File: src/awdm_pkg.sv
// shared types and constants for the angled wheel drive mixer
// no dependencies
package awdm_pkg;

  localparam int unsigned WHEEL_SLOTS = 4;

  localparam logic [16:0] COEF_FWD = 17'd80930;
  localparam logic [16:0] COEF_YAW = 17'd82113;

  localparam logic [14:0] VELOCITY_LIMIT_RST = 15'd5120;
  localparam logic [3:0]  INVERT_MASK_RST    = 4'd0;
  localparam logic [2:0]  WHEEL_COUNT_RST    = 3'd4;

  // per slot sign pattern: lateral subtracted, yaw added
  localparam logic [WHEEL_SLOTS-1:0] LAT_NEG = 4'b1010;
  localparam logic [WHEEL_SLOTS-1:0] YAW_POS = 4'b1100;

  typedef enum logic [1:0] {
    REG_VELOCITY_LIMIT = 2'd0,
    REG_INVERT_MASK    = 2'd1,
    REG_WHEEL_COUNT    = 2'd2
  } cfg_reg_t;

  typedef enum logic {
    OP_VELOCITY = 1'b0,
    OP_AXIS     = 1'b1
  } op_t;

  typedef struct packed {
    logic              op;
    logic signed [15:0] forward_velocity;
    logic signed [15:0] lateral_velocity;
    logic signed [15:0] yaw_rate;
    logic [1:0]        axis_slot;
    logic              axis_fault;
  } in_word_t;

  typedef struct packed {
    logic [1:0]        wheel_slot;
    logic signed [15:0] wheel_speed;
    logic              last_of_run;
  } out_word_t;

  typedef struct packed {
    logic [14:0] velocity_limit;
    logic [3:0]  invert_mask;
    logic [2:0]  wheel_count;
  } cfg_t;

  typedef struct packed {
    logic signed [33:0] fwd;
    logic signed [33:0] yaw;
    logic signed [31:0] lat;
    logic [2:0]         count;
  } prod_t;

endpackage

File: src/awdm_front.sv
// input register, axis ready tracking and coefficient products
// depends on awdm_pkg
module awdm_front import awdm_pkg::*; (
  input  logic     clk,
  input  logic     rst_n,
  input  cfg_t     cfg,
  input  logic     in_valid,
  output logic     in_ready,
  input  in_word_t in_data,
  output logic     prod_valid,
  input  logic     prod_ready,
  output prod_t    prod
);

  logic                   s1_v_r;
  logic                   s1_v_nxt;
  in_word_t               s1_r;
  logic [WHEEL_SLOTS-1:0] ready_bits_r;
  logic [WHEEL_SLOTS-1:0] ready_bits_nxt;
  logic                   s2_v_r;
  logic                   s2_v_nxt;
  prod_t                  s2_r;
  prod_t                  s2_nxt;

  logic [2:0]             n_eff;
  logic [WHEEL_SLOTS-1:0] need;
  logic                   slots_ready;
  logic                   s2_free;
  logic                   s1_adv;
  logic                   s2_load;
  logic signed [17:0]     kf;
  logic signed [17:0]     ky;

  assign kf = {1'b0, COEF_FWD};
  assign ky = {1'b0, COEF_YAW};

  always_comb begin
    n_eff = (cfg.wheel_count > 3'(WHEEL_SLOTS)) ? 3'(WHEEL_SLOTS) : cfg.wheel_count;
    case (n_eff)
      3'd1:    need = 4'b0001;
      3'd2:    need = 4'b0011;
      3'd3:    need = 4'b0111;
      3'd4:    need = 4'b1111;
      default: need = 4'b0000;
    endcase
    slots_ready = (n_eff != 3'd0) && ((ready_bits_r & need) == need);
  end

  assign s2_free  = !s2_v_r || prod_ready;
  assign s1_adv   = s1_v_r && ((s1_r.op == OP_AXIS) || !slots_ready || s2_free);
  assign s2_load  = s1_adv && (s1_r.op == OP_VELOCITY) && slots_ready;
  assign in_ready = !s1_v_r || s1_adv;

  always_comb begin
    s1_v_nxt = in_ready ? in_valid : s1_v_r;
    ready_bits_nxt = ready_bits_r;
    if (s1_adv && (s1_r.op == OP_AXIS) && ({1'b0, s1_r.axis_slot} < n_eff)) begin
      ready_bits_nxt[s1_r.axis_slot] = !s1_r.axis_fault;
    end
    s2_nxt.fwd   = 34'(kf * s1_r.forward_velocity);
    s2_nxt.yaw   = 34'(ky * s1_r.yaw_rate);
    s2_nxt.lat   = {s1_r.lateral_velocity, 16'd0};
    s2_nxt.count = n_eff;
    if (s2_load) begin
      s2_v_nxt = 1'b1;
    end else if (prod_ready) begin
      s2_v_nxt = 1'b0;
    end else begin
      s2_v_nxt = s2_v_r;
    end
  end

  always_ff @(posedge clk) begin
    if (!rst_n) begin
      s1_v_r       <= 1'b0;
      s2_v_r       <= 1'b0;
      ready_bits_r <= '0;
    end else begin
      s1_v_r       <= s1_v_nxt;
      s2_v_r       <= s2_v_nxt;
      ready_bits_r <= ready_bits_nxt;
    end
  end

  always_ff @(posedge clk) begin
    if (in_ready) begin
      s1_r <= in_data;
    end
    if (s2_load) begin
      s2_r <= s2_nxt;
    end
  end

  assign prod_valid = s2_v_r;
  assign prod       = s2_r;

endmodule

File: src/awdm_mix.sv
// wheel sums, rounding, saturation, inversion and result sequencing
// depends on awdm_pkg
module awdm_mix import awdm_pkg::*; (
  input  logic      clk,
  input  logic      rst_n,
  input  cfg_t      cfg,
  input  logic      prod_valid,
  output logic      prod_ready,
  input  prod_t     prod,
  output logic      out_valid,
  input  logic      out_ready,
  output out_word_t out_data
);

  logic               v_r;
  logic               v_nxt;
  logic [1:0]         idx_r;
  logic [1:0]         idx_nxt;
  logic [2:0]         cnt_r;
  logic signed [15:0] spd_r   [WHEEL_SLOTS];
  logic signed [15:0] spd_nxt [WHEEL_SLOTS];

  logic               last;
  logic               emit;
  logic               load;
  logic signed [34:0] sum [WHEEL_SLOTS];
  logic signed [18:0] rnd [WHEEL_SLOTS];
  logic signed [18:0] lim;
  logic signed [18:0] sat [WHEEL_SLOTS];

  assign last       = (3'({1'b0, idx_r} + 3'd1) == cnt_r);
  assign emit       = v_r && out_ready;
  assign prod_ready = !v_r || (out_ready && last);
  assign load       = prod_valid && prod_ready;
  assign lim        = {4'd0, cfg.velocity_limit};

  always_comb begin
    for (int i = 0; i < WHEEL_SLOTS; i++) begin
      sum[i] = 35'(prod.fwd) + 35'sd32768;
      if (LAT_NEG[2'(i)]) begin
        sum[i] = sum[i] - 35'(prod.lat);
      end else begin
        sum[i] = sum[i] + 35'(prod.lat);
      end
      if (YAW_POS[2'(i)]) begin
        sum[i] = sum[i] + 35'(prod.yaw);
      end else begin
        sum[i] = sum[i] - 35'(prod.yaw);
      end
      rnd[i] = sum[i][34:16];
      if (rnd[i] > lim) begin
        sat[i] = lim;
      end else if (rnd[i] < -lim) begin
        sat[i] = -lim;
      end else begin
        sat[i] = rnd[i];
      end
      if (cfg.invert_mask[2'(i)]) begin
        spd_nxt[i] = 16'(-sat[i]);
      end else begin
        spd_nxt[i] = 16'(sat[i]);
      end
    end
  end

  always_comb begin
    v_nxt   = v_r;
    idx_nxt = idx_r;
    if (load) begin
      v_nxt   = 1'b1;
      idx_nxt = 2'd0;
    end else if (emit && last) begin
      v_nxt = 1'b0;
    end else if (emit) begin
      idx_nxt = idx_r + 2'd1;
    end
  end

  always_ff @(posedge clk) begin
    if (!rst_n) begin
      v_r   <= 1'b0;
      idx_r <= 2'd0;
    end else begin
      v_r   <= v_nxt;
      idx_r <= idx_nxt;
    end
  end

  always_ff @(posedge clk) begin
    if (load) begin
      cnt_r <= prod.count;
      for (int i = 0; i < WHEEL_SLOTS; i++) begin
        spd_r[i] <= spd_nxt[i];
      end
    end
  end

  assign out_valid            = v_r;
  assign out_data.wheel_slot  = idx_r;
  assign out_data.wheel_speed = spd_r[idx_r];
  assign out_data.last_of_run = last;

endmodule

File: src/angled_wheel_drive_mixer_core.sv
// top level of the angled wheel drive mixer: config registers and the two stages
// depends on awdm_pkg, awdm_front and awdm_mix
//
// input channel in_valid/in_ready/in_data carries velocity commands (op 0) and
// axis responses (op 1). axis responses set or clear a slot ready bit and give
// no result. a velocity command, when every configured slot is ready, gives one
// word per configured wheel on out_valid/out_ready/out_data in slot order
// 0..3, with last_of_run on the final one; otherwise it gives nothing.
// path: after acceptance a command passes the input register, the product
// register and then the speed buffer, where its first word is offered.
// throughput: one word per cycle at the output while out_ready is high, and a
// command holds the speed buffer until its wheel_count words (4 by default)
// have gone; axis responses go at one per cycle. the next command is multiplied while the current words drain.
// configuration: cfg_we/cfg_addr/cfg_wdata, no read back.
// reset (synchronous, rst_n low): limit 5120, invert mask 0, wheel count 4,
// all ready bits cleared, pipeline empty.
// when out_ready is low the current word holds and the stages behind fill up,
// then in_ready drops.
module angled_wheel_drive_mixer_core import awdm_pkg::*; (
  input  logic      clk,
  input  logic      rst_n,
  input  logic      in_valid,
  output logic      in_ready,
  input  in_word_t  in_data,
  output logic      out_valid,
  input  logic      out_ready,
  output out_word_t out_data,
  input  logic      cfg_we,
  input  logic [1:0]  cfg_addr,
  input  logic [14:0] cfg_wdata
);

  cfg_t  cfg_r;
  cfg_t  cfg_nxt;
  logic  prod_valid;
  logic  prod_ready;
  prod_t prod;

  always_comb begin
    cfg_nxt = cfg_r;
    if (cfg_we) begin
      case (cfg_addr)
        REG_VELOCITY_LIMIT: cfg_nxt.velocity_limit = cfg_wdata;
        REG_INVERT_MASK:    cfg_nxt.invert_mask    = cfg_wdata[3:0];
        REG_WHEEL_COUNT:    cfg_nxt.wheel_count    = cfg_wdata[2:0];
        default:            cfg_nxt = cfg_r;
      endcase
    end
  end

  always_ff @(posedge clk) begin
    if (!rst_n) begin
      cfg_r.velocity_limit <= VELOCITY_LIMIT_RST;
      cfg_r.invert_mask    <= INVERT_MASK_RST;
      cfg_r.wheel_count    <= WHEEL_COUNT_RST;
    end else begin
      cfg_r <= cfg_nxt;
    end
  end

  awdm_front u_front (
    .clk        (clk),
    .rst_n      (rst_n),
    .cfg        (cfg_r),
    .in_valid   (in_valid),
    .in_ready   (in_ready),
    .in_data    (in_data),
    .prod_valid (prod_valid),
    .prod_ready (prod_ready),
    .prod       (prod)
  );

  awdm_mix u_mix (
    .clk        (clk),
    .rst_n      (rst_n),
    .cfg        (cfg_r),
    .prod_valid (prod_valid),
    .prod_ready (prod_ready),
    .prod       (prod),
    .out_valid  (out_valid),
    .out_ready  (out_ready),
    .out_data   (out_data)
  );

endmodule

File: config.mk
export PLATFORM = sky130hd
export DESIGN_NAME = angled_wheel_drive_mixer_core
export DESIGN_NICKNAME = d
export VERILOG_FILES = /design/src/awdm_pkg.sv /design/src/awdm_front.sv /design/src/awdm_mix.sv /design/src/angled_wheel_drive_mixer_core.sv
export SDC_FILE = /design/constraint.sdc
export NUM_CORES = 1
export LEC_CHECK = 0
export ABC_AREA = 1
export BUFFER_PORTS_ARGS = -buffer_cell sky130_fd_sc_hd__buf_4
export CAP_MARGIN = 10
export CORE_UTILIZATION = 45
export CTS_CLUSTER_DIAMETER = 120
export DETAILED_ROUTE_END_ITERATION = 10
export SYNTH_ARGS = -nofsm -noshare
export SYNTH_HDL_FRONTEND = slang
export SYNTH_SLANG_ARGS = --single-unit
File: constraint.sdc
create_clock -name clk -period 6.5 [get_ports clk]
set_clock_uncertainty 0.15 [all_clocks]
set_input_delay 0.325 -clock clk [delete_from_list [all_inputs] [get_ports clk]]
set_output_delay 0.325 -clock clk [all_outputs]
set_load 0.005 [all_outputs]
### After elaboration in Yosys (flattened, before gate mapping)

Memory sizes are Yosys's and may differ from the RTL's. A register that Yosys moved wholly into a read port is not among the register bits.
Index checks and enable logic that the tools add are counted.

| word-level totals | value |
|---|---|
| bits in latches | 0 |
| register bits | 170 |
| bits in writable memories | 64 |
| ROM bits | 0 |
| memories | 1 |

| operators by class | value |
|---|---|
| $lt $le $gt $ge | 8 |
| multiplexer cells | 19 |
| reductions and logical operators | 30 |
| div/mod/pow operators | 0 |
| multipliers | 2 |
| add/subtract/negate cells | 10 |
| equal/unequal tests | 8 |
| bitwise logic cells | 4 |
| shift-type cells | 0 |

Memories:

| name | words | width | read ports | clocked after memory_dff | write ports | line | text |
|---|---|---|---|---|---|---|---|
| u_mix.spd_r | 4 | 16 | 1 | 1 | 4 | awdm_mix.sv:20 | `logic signed [15:0] spd_r [WHEEL_SLOTS];` |

Operators by type and width:

| operator | number |
|---|---|
| 16-bit 2-to-1 mux | 6 |
| 35-bit by 34-bit subtractor with 35-bit output | 2 |
| 19-bit by 16-bit > comparator with 1-bit output | 2 |
| 19-bit less-than comparator | 2 |
| 34-bit by 17-bit adder with 35-bit output (second input constant) | 1 |
| 35-bit by 32-bit adder with 35-bit output | 1 |
| 35-bit by 32-bit subtractor with 35-bit output | 1 |
| 18-bit by 16-bit multiplier with 34-bit output (first input constant) | 1 |
| 17-bit by 16-bit multiplier with 33-bit output (first input constant) | 1 |
| 16-bit negator | 2 |
| 15-bit negator with 19-bit output | 1 |
| 4-bit case mux with 4 select lines | 1 |
| 1-bit logical AND | 11 |
| 2-bit AND reduction | 4 |
| 1-bit 2-to-1 mux | 7 |
| 3-bit by 2-bit == test with 1-bit output (second input constant) | 2 |
| 1-bit zero test | 5 |
| 1-bit logical OR | 5 |
| 4-bit AND | 1 |
| 4-bit bitwise mux | 1 |
| 4-bit == test | 1 |
| 2-bit 2-to-1 mux | 2 |
| 2-bit nonzero test | 2 |
| 2-bit by 1-bit adder with 3-bit output (second input constant) | 1 |
| other kinds (16) | 18 |

### Depth between registers and ports, before layout

| logic depth | value |
|---|---|
| depth after elaboration | 14 |
| depth in mapped cells | 46 |

### By module

A second synthesis with hierarchy kept.

| second synthesis, totals | value |
|---|---|
| cell total of the unflattened synthesis | 3421 |
| area, all modules | 26371.5 sq um |

By module, submodules not included:

| module | seq. area each (sq um) | area each (sq um) | cells an instance | instances |
|---|---|---|---|---|
| awdm_front | 4264.1 | 13286.5 | 1411 | 1 |
| awdm_mix | 1601.5 | 12135.4 | 1870 | 1 |
| angled_wheel_drive_mixer_core | 440.4 | 949.7 | 140 | 1 |

### Worst setup path after synthesis

Ideal clock, no wire load.

| timing | value |
|---|---|
| kind | register to register |
| start | reg u_front.s2_r (netlist bit u_front.prod[84]) |
| end | mem u_mix.spd_r[0][12] (data pin) |
| data required time | 6101 ps |
| clock period less this slack | 6096 ps |
| setup time | 249 ps |
| path buffers | 1 |
| data arrival time | 5697 ps |
| cell stages (with the launch flop) | 40 |
| path slack | 404 ps |
| cells stage by stage | edfxtp_1 -> ha_1 -> nand3_1 -> nor4_1 -> nand2_1 -> nor4_1 -> xor2_1 -> fa_1 -> inv_1 -> ha_1 -> inv_1 -> nor3_1 -> nand2_1 -> nor2_1 -> nand3_1 -> nand3_2 -> xor2_4 -> inv_1 -> [4 not listed] -> nor2_1 -> nand3_1 -> nand3_1 -> nand2_1 -> nand2_1 -> clkbuf_1 -> o21ai_0 -> nand2_4 -> o21ai_4 -> inv_4 -> ha_1 -> nand2_2 -> nor2_2 -> nand3_1 -> nand2_1 -> nand2_1 -> nand2_1 -> inv_1 |

RTL lines:

| item | line | text |
|---|---|---|
| start: declaration | awdm_front.sv:22 | `prod_t s2_r;` |
| start signal: assignment | awdm_front.sv:90 | `s2_r <= s2_nxt;` |
| end: declaration | awdm_mix.sv:20 |  |

==> summary.txt <==
Pwr
  – Internal cell power: 3.71 mW
  – Sequential share of power: 29.6%
  – Leakage Power: 13.6 nW
  – Worst vdd ir: 0.000220 V
  – Clock share of power: 23.1%
  – Net Sw Frac: 37.9%
  – Pwr Density: 214 nW/um2
  – Net Sw Power: 2.26 mW
  – Logic pwr share: 47.4%

Critical path
  – Worst R2R End: u_mix.spd_r[0][12]$_DFFE_PP_
  – CP Class: flop to flop
  – Most frequent CP cell: nand2_1
  – Slowest CP cell: fa_1
  – Critical path peak fanout: 5
  – FF-to-FF path depth: 41
  – Reg2reg start: u_front.prod[84]$_DFFE_PP_
  – CP arrival: 6490 ps
  – CP endpoint kind: flop
  – Register-to-Register Setup Slack: 170 ps
  – Worst setup SP type: flop
  – Critical path data required time: 6650 ps
  – Slowest cell delay on critical path: 570 ps

Die
  – FP Rows: 83
  – Die area: 53,600 um2
  – Starting Density: 45.9%
  – Ports: 95
  – Die extent in y: 231 um
  – Die width: 231 um
  – Core ar.: 51,600 um2

Placement
  – Buffers on Ports: 94
  – Post-DP HPWL: 55,800 um
  – Dpl cell area: 25,400 um2
  – Setup WS pre-CTS: -399 ps
  – Final Wtd Congestion: 1.02

Route
  – DRC Markers: 0
  – Vias per cell: 5.21
  – Met1 wire length: 31,000 um
  – Routed WL: 67,800 um
  – Top Layer Used: met4
  – DRT iter0 DRCs: 1,256
  – Routed wl met3: 3330 um
  – Drt wl/cell: 18.1 um
  – Wire length on met2: 31,900 um
  – Vias: 19.5k
  – DRT Pass-1 Iters: 8
  – Final ANT Viol Nets: 0

Yosys
  – Synthesized Nets: 3,429
  – Mapped Cells: 2,810
  – Cell accounting for the most synthesized area: edfxtp_1
  – Yosys top cell area share: 23.8%
  – Yosys warns: 0
  – Syn Area/Cell: 8.43 um2
  – Synthesized flop and latch total: 219
  – Synth unique cells: 57
  – Mapped Area: 23,700 um2
  – Post-synthesis sequential area ratio: 26.5%
  – Synth top area cells: edfxtp_1, ha_1, fa_1

Run
  – MaxCap Viol Count: 0

CTS
  – Clock buffer depth: 3
  – Worst skew pair latency: 570 ps
  – Total CTS buffers: 26
  – H-tree levels: 1
  – Worst-path clk slew: 60 ps
  – CTS tree: built
  – CTS Sinks: 219
  – Clk root buf: clkbuf_16

Hold path
  – Hold Path Cell Cnt: 3
  – HP Start: cfg_we
  – Worst Hold Class: input port to flop
  – Worst Hold Path EP: cfg_r[3]$_SDFFE_PN0P_

STA
  – Least-Margin Pin Slew: 791 ps
  – Slew Limit Fails: 0
  – Final period util: 97.4%
  – Final hold vios: 0
  – Setup tns final: 0 ps
  – Final min period: 6330 ps
  – Final setup vio count: 0
  – Crit path setup slack, layout: 166 ps
  – RSZ-0062 raised after global routing: true
  – Max transition margin: 47.3%
  – Max Freq: 158 MHz

Layout
  – # nets final: 3,663
  – Share of layout cells above drive strength 1: 13.0%
  – # diodes: 0
  – Layout Utilization: 54.0%
  – # fillers: 4,804
  – Layout area overhead: 17.7%
  – Cell area after layout: 27,900 um2

Global routing
  – Initial antenna violation count: 0
  – First-pass GRT wire length: 104,000 um
  – Vias in the first global route: 19.2k
  – Largest net degree at the start of global routing: 64
  – GRT Overall Usage: 25.1%
  – Global route total overflow: 0

Run status
  – Status: finished, final reports clean
cell usage after synthesis, drive strengths merged:
library cell / count
o211a: 1
and2: 1
a21boi: 6
nand3: 137
or2: 4
xnor2: 43
or3b: 1
xor2: 80
nand3b: 8
o211ai: 6
nor3: 34
buf: 11
and3: 1
inv: 515
a31oi: 5
ha: 424
a22oi: 1
a21oi: 213
clkbuf: 17
mux2i: 1
o311ai: 1
edfxtp: 188
nand2: 556
o21ai: 120
nor4: 4
o21bai: 8
a211oi: 8
a21o: 6
dfxtp: 31
o21a: 9
nand4: 28
fa: 121
nor2: 220
o221ai: 1
flip-flops by register name, summed over array words and instances, names as in the netlist, named ones only:
register	flops
u_front.prod	86
u_front.prod_valid	1
cfg_r	20
u_mix.cnt_r	3
u_front.ready_bits_r	4
u_mix.idx_r	2
u_mix.out_valid	1
u_front.s1_r	52
u_mix.spd_r	47
u_front.s1_v_r	1
how the worst max path moves through the flow:
stage / to / slack [ps] / startpoint / cells past startpoint
after floorplan: u_mix.spd_r[0][12]$_DFFE_PP_ / 400 / u_front.prod[84]$_DFFE_PP_ / 39
after global placement: u_mix.spd_r[1][15]$_DFFE_PP_ / -370 / u_front.prod[84]$_DFFE_PP_ / 32
after detailed placement: u_mix.spd_r[1][15]$_DFFE_PP_ / -400 / u_front.prod[84]$_DFFE_PP_ / 32
after CTS: u_mix.spd_r[1][15]$_DFFE_PP_ / -30 / u_front.prod[84]$_DFFE_PP_ / 32
after global routing: u_mix.spd_r[0][12]$_DFFE_PP_ / -200 / u_front.prod[84]$_DFFE_PP_ / 41
final: u_mix.spd_r[0][12]$_DFFE_PP_ / 170 / u_front.prod[84]$_DFFE_PP_ / 41
cells in the final DEF (no fill, tap or decap), types with 7 or more instances in the layout:
cell           synthesis  final
nand2_1              522    507
inv_1                506    500
ha_1                 424    406
a21oi_1              213    199
edfxtp_1             188    188
nor2_1               202    187
buf_4                  2    154
nand3_1              132    121
fa_1                 121    118
o21ai_0               99     88
dlygate4sd3_1          0     75
xor2_1                79     69
nand2_2               22     35
xnor2_1               42     33
dfxtp_1               31     31
nand4_1               27     27
nor3_1                33     26
clkbuf_16              0     26
nor2_2                14     23
o21ai_1               14     20
a21oi_2                0     13
nand2_4               12     13
ha_4                   0     12
inv_2                  8     11
nor2_4                 4     10
nand3_2                3     10
o21a_1                 9      9
o21ai_2                5      9
xnor2_2                0      9
o21bai_1               8      8
clkbuf_1              17      8
nand3b_1               7      7
a211oi_1               8      7
xor2_2                 0      7
power groups by stage:
stage	combinational, mW	sequential (mW)	clock [mW]
3_3_place_gp	2.74	1.80	0
5_1_grt	3.23	1.77	1.47
3_5_place_dp	2.76	1.80	0
6_report	2.83	1.77	1.38
2_1_floorplan	2.13	1.78	0
4_1_cts	2.84	1.77	1.42
metrics by stage:
| step | instances | power (mW) | hold WS [ps] |
|---|---|---|---|
| floorplan | 2810 | 3.91 | 250 |
| global placement | 3593 | 4.54 | 251 |
| detailed placement | 3593 | 4.56 | 255 |
| CTS | 3716 | 6.02 | 9.68 |
| global route | 3744 | 6.47 | 40.8 |
| finish | 3744 | 5.97 | 30.7 |
timing repair:
action                                  CTS  global route
pin swaps                                 0            32
cloned                                    0             1
endpoints found under the setup margin   27            34
gates resized for setup                   9           149
setup buffers                             0            27
hold endpoints to repair                 72             0
hold buffers                             75             0
layout make-up:
class                           count  area [um2]  share of cell area [%]
Sequential cell                   219        6270                    22.5
Multi-Input combinational cell   2048       16100                    57.6
Tap cell                          680         851                    3.05
Clock buffer                       35         694                    2.49
Inverter                          515        1940                    6.97
Clock inverter                     13         113                   0.404
Timing Repair Buffer              234        1950                    7.00
cell families after synthesis:
kind of cell,count (synthesis),synth area share [%]
multiplexers,1,0.0423
AND/OR/NAND/NOR,994,18.5
buffers and inverters,543,8.86
flip-flops,219,26.5
XOR/XNOR,123,4.71
adder cells (fa/ha/maj),545,32.6
AO/OA/AOI/OAI,385,8.85
per-layer routing:
metal | vias up | GRT usage [%]
met5 | - | 0
met4 | 0 | 5.34
met3 | 102 | 2.58
met2 | 490 | 43.0
met1 | 9233 | 34.2
li1 | 9665 | -
worst max-delay path: cells and delay by family (launching register included):
kind            cells  cell delay (ps)
compound gates      3              410
simple gates       23             2460
xor+xnor            2              380
fa+ha+maj           4             1320
buf+inv             9              890
flops               1              460
(Power assumes the default switching activity.)
